==> config.mk <==
export PLATFORM = sky130hd
export DESIGN_NAME = alab_div
export DESIGN_NICKNAME = d
export VERILOG_FILES = /design/src/design/alab_div.sv
export SDC_FILE = /design/constraint.sdc
export NUM_CORES = 1
export LEC_CHECK = 0
export ABC_AREA = 1
export BUFFER_PORTS_ARGS = -buffer_cell sky130_fd_sc_hd__buf_2
export CORE_MARGIN = 5
export CORE_UTILIZATION = 45
export CTS_BUF_LIST = sky130_fd_sc_hd__clkbuf_4 sky130_fd_sc_hd__clkbuf_8
export DETAILED_ROUTE_END_ITERATION = 16
export PLACE_DENSITY = 0.67
export SLEW_MARGIN = 5
export SYNTH_ARGS = -nofsm -noshare
export SYNTH_HDL_FRONTEND = slang
export SYNTH_SLANG_ARGS = --single-unit
export TNS_END_PERCENT = 1
==> constraint.sdc <==
create_clock -name clk_i -period 6 [get_ports clk_i]
set_input_delay 0.3 -clock clk_i [delete_from_list [all_inputs] [get_ports clk_i]]
set_output_delay 0.3 -clock clk_i [all_outputs]
set_load 0.03 [all_outputs]
==> src/design/alab_div.sv <==
// Restoring divider: quotient of |num| / den, Nb steps, truncated toward zero.
module alab_div #(
  parameter int unsigned Nb = 29,
  parameter int unsigned Db = 13
) (
  input  logic          clk_i,
  input  logic          rst_ni,
  input  logic          start_i,
  input  logic [Nb-1:0] num_i,
  input  logic [Db-1:0] den_i,
  output logic          done_o,
  output logic [Nb-1:0] quo_o
);
  localparam int unsigned CntW = $clog2(Nb + 1);
  logic [Nb-1:0]   quo_q, quo_d;
  logic [Db:0]     rem_q, rem_d;
  logic [Db-1:0]   den_q;
  logic [CntW-1:0] cnt_q, cnt_d;
  logic            busy_q, busy_d, done_q, done_d;
  logic [Db:0]     trial;

  always_comb begin
    quo_d = quo_q; rem_d = rem_q; cnt_d = cnt_q; busy_d = busy_q; done_d = 1'b0;
    trial = {rem_q[Db-1:0], quo_q[Nb-1]};
    if (start_i) begin
      quo_d = num_i; rem_d = '0; cnt_d = CntW'(Nb); busy_d = 1'b1;
    end else if (busy_q) begin
      if (trial >= {1'b0, den_q}) begin
        rem_d = trial - {1'b0, den_q};
        quo_d = {quo_q[Nb-2:0], 1'b1};
      end else begin
        rem_d = trial;
        quo_d = {quo_q[Nb-2:0], 1'b0};
      end
      cnt_d = cnt_q - 1'b1;
      if (cnt_q == CntW'(1)) begin
        busy_d = 1'b0; done_d = 1'b1;
      end
    end
  end

  always_ff @(posedge clk_i or negedge rst_ni) begin
    if (!rst_ni) begin
      busy_q <= 1'b0; done_q <= 1'b0; cnt_q <= '0;
    end else begin
      busy_q <= busy_d; done_q <= done_d; cnt_q <= cnt_d;
    end
  end

  always_ff @(posedge clk_i) begin
    quo_q <= quo_d; rem_q <= rem_d;
    if (start_i) den_q <= den_i;
  end

  assign done_o = done_q;
  assign quo_o  = quo_q;
endmodule

* After elaboration in Yosys (flattened, before gate mapping)
Cells that the tools add are included.
Operators by class: $add $sub $neg 2, magnitude comparators 1, eq/ne operators 1, multiplexer cells 12, reduce and logical (&&, ||, !) cells 1
Operators with widths (number):
- $mux W29 | 2
- $ge A14 B13 Y1 | 1
- $mux W13 | 1
- $sub A13 B13 Y13 | 1
- $mux W5 | 2
- $mux W1 | 7
- $eq A5 B1 Y1 const B | 1
- $sub A5 B1 Y5 const B | 1
- $reduce_bool A2 Y1 | 1
Storage, ports and cells: bits in registers 62, input port bits 45, word-level logic and storage cells 23

* Logic depth before layout (Yosys ltp)
Gate-level depths: netlist of run 1.
word-level depth 4, depth in mapped cells 14, gate-level depth less buffers 13

* Worst setup path after synthesis of run 1
Ideal clock, no wire load.
kind reg2reg, start register quo_q[28], in the netlist quo_o[28], end register quo_q[0], in the netlist quo_o[0] (data pin), arrival 1.973 ns, required time 5.747 ns, setup slack 3.774 ns, cell stages (with the launch flop) 14, period minus slack after synthesis 2.226 ns, cells stage by stage edfxtp_1 > inv_1 > ha_1 > inv_1 > fa_1 > nand2_1 > nand2_1 > nand3_1 > nand2_2 > nand2_4 > nand3_4 > buf_12 > nand2_1 > nand2_1
Between the ends: cells in the longest elaborated chain, start to end 4
RTL lines:
- start: declaration | line 15 | logic [Nb-1:0] quo_q, quo_d;
- start signal: assignment | line 51 | quo_q <= quo_d; rem_q <= rem_d;
- $ge A14 B13 Y1 | line 28 | if (trial >= {1'b0, den_q}) begin
- $mux W1 | line 28
- $mux W29 | line 27 | end else if (busy_q) begin
- $mux W29 | line 25 | if (start_i) begin
- net quo_d[0] | line 15
The timed path passes the listed nets, and every way through them passes these cells. The select of a mux whose other input is x is not followed. A chain may end at the register's enable or synchronous reset.

* Worst setup path after layout of run 1
Same ends and word-level chain as after synthesis.

==> metrics.cfg, run 1 <==
[synth]
ys_seq_area_share_pct = 48.10
ys.warnings.count = 0
synth_flop_cell = edfxtp_1
synth_area_leaders = edfxtp_1 (36%), nand2_1 (18%), dfxtp_1 (7.4%)
syn_avg_cell_area_um2 = 8.071
synth_edf_count = 42
synth_area_mm2 = 0.003527
synthesis.nets = 498
ys_ff_latch = 62
synth_most_common_cell = nand2_1
synth_cell_types = 31
synth_top_cell_by_area = edfxtp_1
synth_top_cell_area_share_pct = 35.76
synth_common_cells = nand2_1 (170), inv_1 (66), edfxtp_1 (42)
synth-async-reset-ratio_pct = 11.29
netlist_instances = 437

[drt]
wl_per_cell_um = 12.74
antenna_left = 0
wl_um = 7873
first_pass_iters = 5
num_vias = 3004
avgViaCountPerCell = 4.861
drcViolationCount = 0
detail_route.iter0.violations = 205

[floorplanning]
die_area_mm2 = 0.009708
die_h_um = 98.53
initial_core_util_pct = 45.88
core_area_mm2 = 0.007687
die_w_um = 98.53
num_rows = 32
io_pins = 75

[setup_path]
crit_arrival_ps = 2440
ff2ff_path_depth = 12
crit_required_ps = 6090
crit_fanout = 15
end_kind = register
path_class = reg2reg
worstSetupStartpointType = register

[global_route]
grtUsageTotal_pct = 16.51
met3_usage_pct = 5.874
top_usage_layer = met2
overflow = 0
grt_pass1_vias = 2981
grt_antenna_before_repair = 0
grt_pass1_wl_um = 13010
grt_max_degree = 50
gr-usage-met1_pct = 20.81
use_met2_pct = 26.16

[hold_path]
hold_path_class = in2reg
whs_path_depth = 1

[pwr]
vdd_ir_drop_max_uv = 163.9
p_leak_nw = 2.196
power_density_mw_per_mm2 = 372.4

[cts]
ctsResizeCount = 0
clock_latency_ps = 330
cts_max_path_buffers = 2
root_buffer = clkbuf_8
cts_tree = done
cts.htree.levels = 3
numCtsBuffers = 9
clock-sinks = 62
clkTransAtPathRegs_ps = 70

[sta]
rsz0062_at_grt = false
tightest_slew_ps = 932.2
clock_skew_ps = 10.23
final_hold_viol_count = 0
setup_slack_ps = 3650
finalCritPeriodShare_pct = 39.17
layout_min_cycle_time_ps = 2350
max_freq_mhz = 425.5
report.final.slew_viol_count = 0
relSlewSlack_pct = 37.62
finalSetupTns_ps = 0
finalSetupViolCount = 0

[layout]
drive_gt1_share_pct = 22.29
n_fill_cell = 743
finalNetCount = 572
final_util_pct = 54.43
area_growth_pct = 18.62
diodes = 0

[flow_run]
maxCapViolations = 0

[placed_design]
dp_hpwl_um = 5900
io_buffers = 74
dp_slack_ps = 3658
globalplace.congestion = 0.8158

[outcome]
status = finished, final reports clean

==> worst max-delay path, cell delays in order (launching register included) <==
cell and delay, ps:
edfxtp_1 390, inv_1 90, ha_1 160, inv_1 80, fa_1 420, nand2_1 110, nand2_1 80, nand3_1 120
nand2_2 90, nand2_4 160, nand3_4 240, nand2_1 130, nand2_1 60
==> repair_timing <==
item,in CTS,in global routing
endpoints found under the hold margin,7,0
setup buffers,0,0
hold buffers,1,0
==> cell families (layout without fill, tap and decap cells) <==
family / after synthesis / count (layout) / share of synthesized area [%]
adder cells (fa/ha/maj): 16 / 16 / 5.889
XOR/XNOR: 5 / 5 / 1.242
buffers and inverters: 82 / 161 / 9.436
AO/OA/AOI/OAI: 21 / 21 / 3.335
flip-flops: 62 / 62 / 48.10
AND/OR/NAND/NOR: 251 / 251 / 32.00
==> cells in the final DEF, fill, tap and decap left out, drive strengths merged <==
cell type    instances
clkbuf              13
xnor2                5
nand3b               1
clkinv               1
buf                 75
nand4               19
ha                  15
fa                   1
dfxtp               13
inv                 69
nor2                22
edfxtp              42
clkinvlp             1
and2                 1
o22ai                1
dfrtp                7
a21oi                9
dlygate4sd3          1
o21ai               11
bufinv               1
nand3               28
nand2              179
or3                  1
==> through the flow <==
stage          std cells  hold slack [ps]  instance area [um^2]  total power, W
6_report             618            143.7                  4184        0.001558
5_1_grt              618            113.6                  4184        0.001673
4_1_cts              618            119.2                  4184        0.001569
3_5_place_dp         601            143.7                  3959        0.001173
3_3_place_gp         601            138.8                  3959        0.001164
2_1_floorplan        437            4.409                  3527        0.001050
==> power by group <==
part | total (W) | internal (W) | switching (W)
Combinational | 0.000606 | 0.000212 | 0.000394
Sequential | 0.000567 | 0.000524 | 0.0000431
Clock | 0.000385 | 0.000230 | 0.000155
==> final cells by class <==
| cell class | instances | area [um^2] | area share (%) |
|---|---|---|---|
| Clock buffer | 13 | 172.7 | 4.127 |
| Clock inverter | 3 | 42.54 | 1.017 |
| Inverter | 69 | 259.0 | 6.190 |
| Multi-Input combinational cell | 293 | 1498 | 35.80 |
| Sequential cell | 62 | 1697 | 40.55 |
| Tap cell | 102 | 127.6 | 3.050 |
| Timing Repair Buffer | 76 | 387.9 | 9.270 |
==> state kept, by name, summed over array words and instances, names as in the netlist <==
name / cells
den_q: 13
cnt_q: 5
quo_o: 29
busy_q: 1
rem_q: 13
done_o: 1
==> layer usage <==
layer	share of wire, %	wire, um
met4	1.3	102
met3	8.1	640
met5	0	0
met1	46	3626
met2	44	3503
==> final timing paths <==
path                                   to      start  slack [ps]
min in group asynchronous        cnt_q[2]     rst_ni         330
max in group asynchronous          busy_q     rst_ni        5510
worst min-delay path             den_q[3]   den_i[3]         140
worst min register to register  rem_q[11]  rem_q[11]         480
worst max-delay path             quo_o[0]  quo_o[28]        3650
worst max register to register   quo_o[0]  quo_o[28]        3650
Power figures use the tool's default switching activity.
==> inputs of run 2 (changes only) <==
--- a/config.mk
+++ b/config.mk
@@ -5,13 +5,13 @@
 export SDC_FILE = /design/constraint.sdc
 export NUM_CORES = 1
 export LEC_CHECK = 0
-export ABC_AREA = 1
+export ABC_AREA = 0
 export BUFFER_PORTS_ARGS = -buffer_cell sky130_fd_sc_hd__buf_2
 export CORE_MARGIN = 5
 export CORE_UTILIZATION = 45
 export CTS_BUF_LIST = sky130_fd_sc_hd__clkbuf_4 sky130_fd_sc_hd__clkbuf_8
 export DETAILED_ROUTE_END_ITERATION = 16
-export PLACE_DENSITY = 0.67
+export PLACE_DENSITY = 0.7
 export SLEW_MARGIN = 5
 export SYNTH_ARGS = -nofsm -noshare
 export SYNTH_HDL_FRONTEND = slang
==> constraint.sdc (replaced) <==
create_clock -name clk_i -period 2 [get_ports clk_i]
set_input_delay 0.1 -clock clk_i [delete_from_list [all_inputs] [get_ports clk_i]]
set_output_delay 0.1 -clock clk_i [all_outputs]
set_load 0.03 [all_outputs]
==> run 2 against run 1 <==
The run now ends with negative setup slack left. Synthesized cell count fell by 36%. Cell count down 17%. Core utilization grew 7.7 points. Synthesized area is 6.4% lower. First-iteration DRC count fell by 17%. Clock skew down 0.69 ps. Die area fell by 5.8%. Sequential cell count unchanged. Non-clock buffer count up 53. Largest cell class unchanged. Highest routed layer unchanged.
==> metrics.cfg, run 2 <==
[layout]
final_cell_area_mm2 = 0.004483
largest_register_ffs = 29
final_cell_mix = buf_2 (74), edfxtp_1 (42), buf_4 (37)
finalNetCount = 471
diodes = 0
final_common_cell = buf_2
drive_gt1_share_pct = 45.89
area_growth_pct = 35.82
finalNonFillerCells = 513

[synth]
synth_edf_count = 42
ys.warnings.count = 0
synth_cell_types = 51
synth_area_mm2 = 0.003301
synth_most_common_cell = edfxtp_1
syn_avg_cell_area_um2 = 11.75
synthesis.nets = 342
synth-async-reset-ratio_pct = 11.29
synth_top_cell_area_share_pct = 38.21
synth_top_cell_by_area = edfxtp_1
ys_ff_latch = 62
netlist_instances = 281
synth_area_leaders = edfxtp_1 (38%), mux2_2 (10%), dfxtp_1 (7.9%)
synth_flop_cell = edfxtp_1
synth_common_cells = edfxtp_1 (42), mux2_2 (30), inv_1 (19)
ys_seq_area_share_pct = 51.40

[placed_design]
dpl_cell_area_mm2 = 0.004019
dp_hpwl_um = 5327
io_buffers = 74
place_inst = 481
globalplace.congestion = 0.8407

[drt]
wl_um = 7582
detail_route.iter0.violations = 171
drcViolationCount = 0
wl_per_cell_um = 14.78
avgViaCountPerCell = 5.218
antenna_left = 0
num_vias = 2677
first_pass_iters = 4

[sta]
finalHoldWorstSlack_ps = 65.67
rsz0062_at_grt = true
setup_slack_ps = -357.2
finalSetupViolCount = 14
finalCritPeriodShare_pct = 117.9
clock_skew_ps = 9.539
layout_min_cycle_time_ps = 2357
max_freq_mhz = 424.2
relSlewSlack_pct = 65.25
tightest_slew_ps = 515.9
report.final.slew_viol_count = 0
final_hold_viol_count = 0

[pwr]
power_density_mw_per_mm2 = 1207
p_leak_nw = 1.987
vdd_ir_drop_max_uv = 612.4

[flow_run]
maxCapViolations = 0

[cts]
cts_tree = done
cts.htree.levels = 3
numCtsBuffers = 9
cts_max_path_buffers = 2
clock_latency_ps = 330
root_buffer = clkbuf_8
clkTransAtPathRegs_ps = 70
clock-sinks = 62

[global_route]
grt_antenna_before_repair = 0
grt_pass1_vias = 2771
grt_max_degree = 37
grtUsageTotal_pct = 17.35
grt_pass1_wl_um = 12180
overflow = 0

[setup_path]
end_kind = register
worstSetupStartpointType = register
crit_fanout = 6
path_class = reg2reg
cp_slowest_cell = edfxtp_1
crit_required_ps = 2230
crit_chain = inv_1, ha_2, inv_2, fa_2, a211oi_2, o21ai_2, a21oi_2, a21o_4, buf_12, nand3_1, a311oi_2
crit_arrival_ps = 2590
cpPeakStageDelay_ps = 390

[floorplanning]
die_h_um = 95.65
core_area_mm2 = 0.007214
num_rows = 31
io_pins = 75
die_area_mm2 = 0.009148
die_w_um = 95.65
initial_core_util_pct = 45.75

[hold_path]
hold_path_class = in2reg

[outcome]
violations = negative setup slack
status = finished, violations left

==> run 2: cell count changes after synthesis, sizes merged, moves of 4 or more <==
cell | before | now
mux2 | 0 | 30
a311oi | 0 | 11
a211oi | 0 | 4
nor2 | 22 | 16
xnor2 | 5 | 9
nand4 | 19 | 1
inv | 69 | 19
nor3 | 0 | 4
nand3 | 28 | 14
nand2 | 179 | 16
a21o | 0 | 6
==> run 2: critical path, delay by kind of cell, from the launching register on <==
family / cells / cell delay (ps)
compound gates: 5 / 1000
flops: 1 / 390
buf+inv: 3 / 230
fa+ha+maj: 2 / 540
simple gates: 1 / 100
==> run 2: cell families after synthesis <==
group | Yosys count | synth area share (%)
AOI/OAI and AO/OA | 60 | 13.12
adders and majority gates | 16 | 6.293
and+or+nand+nor | 68 | 10.39
xor gates and xnor gates | 12 | 3.185
buffers and inverters | 32 | 5.079
DFF | 62 | 51.40
muxes | 31 | 10.54
==> run 2: timing repair <==
action / in CTS / in global routing
buffers inserted: 1 / 0
gates resized for setup: 15 / 6
pin swaps: 18 / 11
endpoints found under the hold margin: 20 / 0
gates cloned: 2 / 0
hold buffers: 14 / 0
setup endpoints to repair: 14 / 14
==> run 2: final cells by class <==
class | instances | area [um^2]
flip-flops and latches | 62 | 1697
repair buffers | 129 | 858.3
well taps | 99 | 123.9
clock buffers | 10 | 131.4
fillers | 567 | 2731
multi-input cells | 188 | 1546
clock inverters | 5 | 51.30
inverters | 20 | 75.07
==> run 2: through the flow <==
stage	setup TNS (ps)	worst slack, ps	util (%)	power (W)
global route	-6368	-503.0	62.14	0.005756
detailed placement	-5371	-468.6	55.71	0.004144
global placement	-4355	-403.4	55.71	0.004097
finish	-4211	-357.2	62.14	0.005409
CTS	-4158	-329.1	61.76	0.005362
floorplan	-5215	-441.7	-	0.003310
==> run 2: final timing paths <==
path                        endpoint      start  slack, ps  cells past startpoint
max                         rem_q[3]  quo_o[28]       -360                     11
min                        quo_o[21]  num_i[21]         70                      2
max reg2reg                 rem_q[3]  quo_o[28]       -360                     11
min reg2reg                rem_q[10]   rem_q[9]        510                      2
max in group asynchronous   cnt_q[1]     rst_ni       1720                      2
min in group asynchronous   cnt_q[3]     rst_ni        120                      2
==> run 2: power breakdown <==
part           internal [W]  switching (W)  leakage, nW
Combinational       0.00129        0.00129         1.28
Sequential          0.00161       0.000160        0.617
Clock              0.000574       0.000482       0.0946
Total               0.00348        0.00193         1.99
==> run 2: layer usage <==
| metal | GRT usage, % | wire length [um] | up-vias |
|---|---|---|---|
| met3 | 4.499 | 329 | 17 |
| met1 | 21.04 | 3246 | 1286 |
| met4 | 7.109 | 149 | 0 |
| met5 | 0 | 0 | - |
| met2 | 29.24 | 3857 | 58 |
| li1 | - | - | 1316 |
==> inputs of run 3 (changes only) <==
--- a/config.mk
+++ b/config.mk
@@ -5,13 +5,13 @@
 export SDC_FILE = /design/constraint.sdc
 export NUM_CORES = 1
 export LEC_CHECK = 0
-export ABC_AREA = 0
+export ABC_AREA = 1
 export BUFFER_PORTS_ARGS = -buffer_cell sky130_fd_sc_hd__buf_2
 export CORE_MARGIN = 5
 export CORE_UTILIZATION = 45
 export CTS_BUF_LIST = sky130_fd_sc_hd__clkbuf_4 sky130_fd_sc_hd__clkbuf_8
 export DETAILED_ROUTE_END_ITERATION = 16
-export PLACE_DENSITY = 0.7
+export PLACE_DENSITY = 0.69
 export SLEW_MARGIN = 5
 export SYNTH_ARGS = -nofsm -noshare
 export SYNTH_HDL_FRONTEND = slang
==> run 3 against run 2 <==
The flow now finishes without violations. Total power shrank 9.2%. Sequential cell count is the same. Count of clock-buffer cells in the layout grew 2. Register-to-register slack gained 370 ps. Worst setup slack gained 370 ps. Critical path depth grew 3. Clock power grew 5%. Wire length grew 11%. Global-route usage grew 0.52 points. Non-clock buffer count shrank 18. Design area grew 0.95%. Critical path type unchanged. Critical endpoint is now rem_q[7].
==> metrics.cfg, run 3 (synthesized netlist as in run 1, its figures left out) <==
[outcome]
status = finished, final reports clean

[floorplanning]
io_pins = 75
die_h_um = 98.53
num_rows = 32
die_w_um = 98.53
die_area_mm2 = 0.009708
core_area_mm2 = 0.007687
initial_core_util_pct = 45.88

[global_route]
grt_pass1_vias = 3228
grt_pass1_wl_um = 14160
overflow = 0
grt_max_degree = 40
grtUsageTotal_pct = 17.87
grt_antenna_before_repair = 0

[sta]
layout_min_cycle_time_ps = 1991
relSlewSlack_pct = 41.20
rsz0062_at_grt = true
setup_slack_ps = 9.277
final_hold_viol_count = 0
tightest_slew_ps = 881.0
max_freq_mhz = 502.3
finalSetupViolCount = 0
finalCritPeriodShare_pct = 99.54
clock_skew_ps = 5.274
report.final.slew_viol_count = 0

[cts]
cts_tree = done
cts_max_path_buffers = 2
clkTransAtPathRegs_ps = 70
numCtsBuffers = 9
clock-sinks = 62
cts.htree.levels = 3
clock_latency_ps = 330
root_buffer = clkbuf_8

[drt]
avgViaCountPerCell = 4.856
wl_per_cell_um = 12.84
drcViolationCount = 0
detail_route.iter0.violations = 149
wl_um = 8385
first_pass_iters = 5
num_vias = 3171
antenna_left = 0

[layout]
n_fill_cell = 714
final_cell_mix = nand2_1 (166), buf_2 (74), inv_1 (64)
seq_area_mm2 = 0.001697
final_common_cell = nand2_1
diodes = 0
final_util_pct = 58.87
multi_input_area_mm2 = 0.001530
final_cell_area_mm2 = 0.004526
largest_register_ffs = 29
area_growth_pct = 28.31
finalNetCount = 607
drive_gt1_share_pct = 26.50

[setup_path]
worstSetupStartpointType = register
cpPeakStageDelay_ps = 410
crit_chain = inv_2, ha_4, inv_4, fa_2, nand2_2, nand2_2, nand3_2, nand2_2, nand2_4, nand3_4, buf_6, nand2_1, nand3_1, o21ai_1
crit_arrival_ps = 2250
regToRegSetupSlack_ps = 9
crit_fanout = 8
end_kind = register
crit_required_ps = 2260
cp_slowest_cell = edfxtp_1
timing.critical_path.mode_cell = nand2_2
path_class = reg2reg
rr_startpoint = quo_o[28]
r2r_end = rem_q[7]
ff2ff_path_depth = 14

[placed_design]
dpl_cell_area_mm2 = 0.004071
dp_hpwl_um = 6131
dp_slack_ps = -58.37
io_buffers = 74
globalplace.congestion = 0.8903

[hold_path]
whs_path_depth = 3
hp-start = num_i[4]
hold_path_class = in2reg
hold_end = quo_o[4]

[flow_run]
maxCapViolations = 0

[pwr]
power_density_mw_per_mm2 = 1086
p_leak_nw = 2.360
vdd_ir_drop_max_uv = 523.2

-- run 3: critical path: cells and delay by family, from the launching register on --
kind	cells	cell delay [ps]
compound gates	1	80
fa+ha+maj	2	500
simple gates	8	630
buf+inv	3	300
flops	1	410
-- run 3: where the power goes --
| group | internal, W | total [W] | switching, W |
|---|---|---|---|
| Clock | 0.000631 | 0.00111 | 0.000476 |
| Sequential | 0.00157 | 0.00171 | 0.000143 |
| Combinational | 0.000835 | 0.00209 | 0.00126 |
| Total | 0.00304 | 0.00491 | 0.00187 |
-- run 3: worst max path at each step --
stage          endpoint  slack (ps)  cells after the start       from
4_1_cts        rem_q[2]          -8                     14  quo_o[28]
3_5_place_dp   rem_q[2]         -60                     13  quo_o[28]
2_1_floorplan  quo_o[0]        -160                     13  quo_o[28]
3_3_place_gp   rem_q[2]          30                     13  quo_o[28]
5_1_grt        rem_q[2]        -110                     14  quo_o[28]
6_report       rem_q[7]           9                     14  quo_o[28]
-- run 3: per-stage QoR --
| stage | total power (W) | cells | TNS [ps] | hold slack [ps] |
|---|---|---|---|---|
| after floorplan | 0.003152 | 437 | -1164 | -195.6 |
| after global placement | 0.003574 | 614 | 0 | -59.15 |
| after detailed placement | 0.003606 | 614 | -189.7 | -59.28 |
| after CTS | 0.004809 | 649 | -14.51 | 12.37 |
| after global routing | 0.005284 | 653 | -1117 | 31.22 |
| final | 0.004913 | 653 | 0 | 33.36 |
-- run 3: what timing repair did --
action                                  4_1_cts  5_1_grt
setup buffers                                 5        4
pin swaps                                     0        6
gates cloned                                  0        0
hold buffers                                 14        0
endpoints found under the setup margin        7       14
hold endpoints to repair                     20        0
gates resized for setup                       0       16
-- run 3: per-layer routing --
| layer | global-route usage [%] | up-vias | routed length (um) |
|---|---|---|---|
| met4 | 5.777 | 0 | 111 |
| met3 | 5.732 | 10 | 651 |
| met1 | 23.75 | 1444 | 3897 |
| met2 | 27.77 | 112 | 3725 |
| li1 | - | 1605 | - |
| met5 | 0 | - | 0 |
-- run 3: cell type report --
cell class	count	share of cell area (%)
Clock buffer	12	3.373
Clock inverter	4	1.023
Inverter	69	5.778
Multi-Input combinational cell	293	33.81
Sequential cell	62	37.49
Tap cell	102	2.820
Timing Repair Buffer	111	15.70
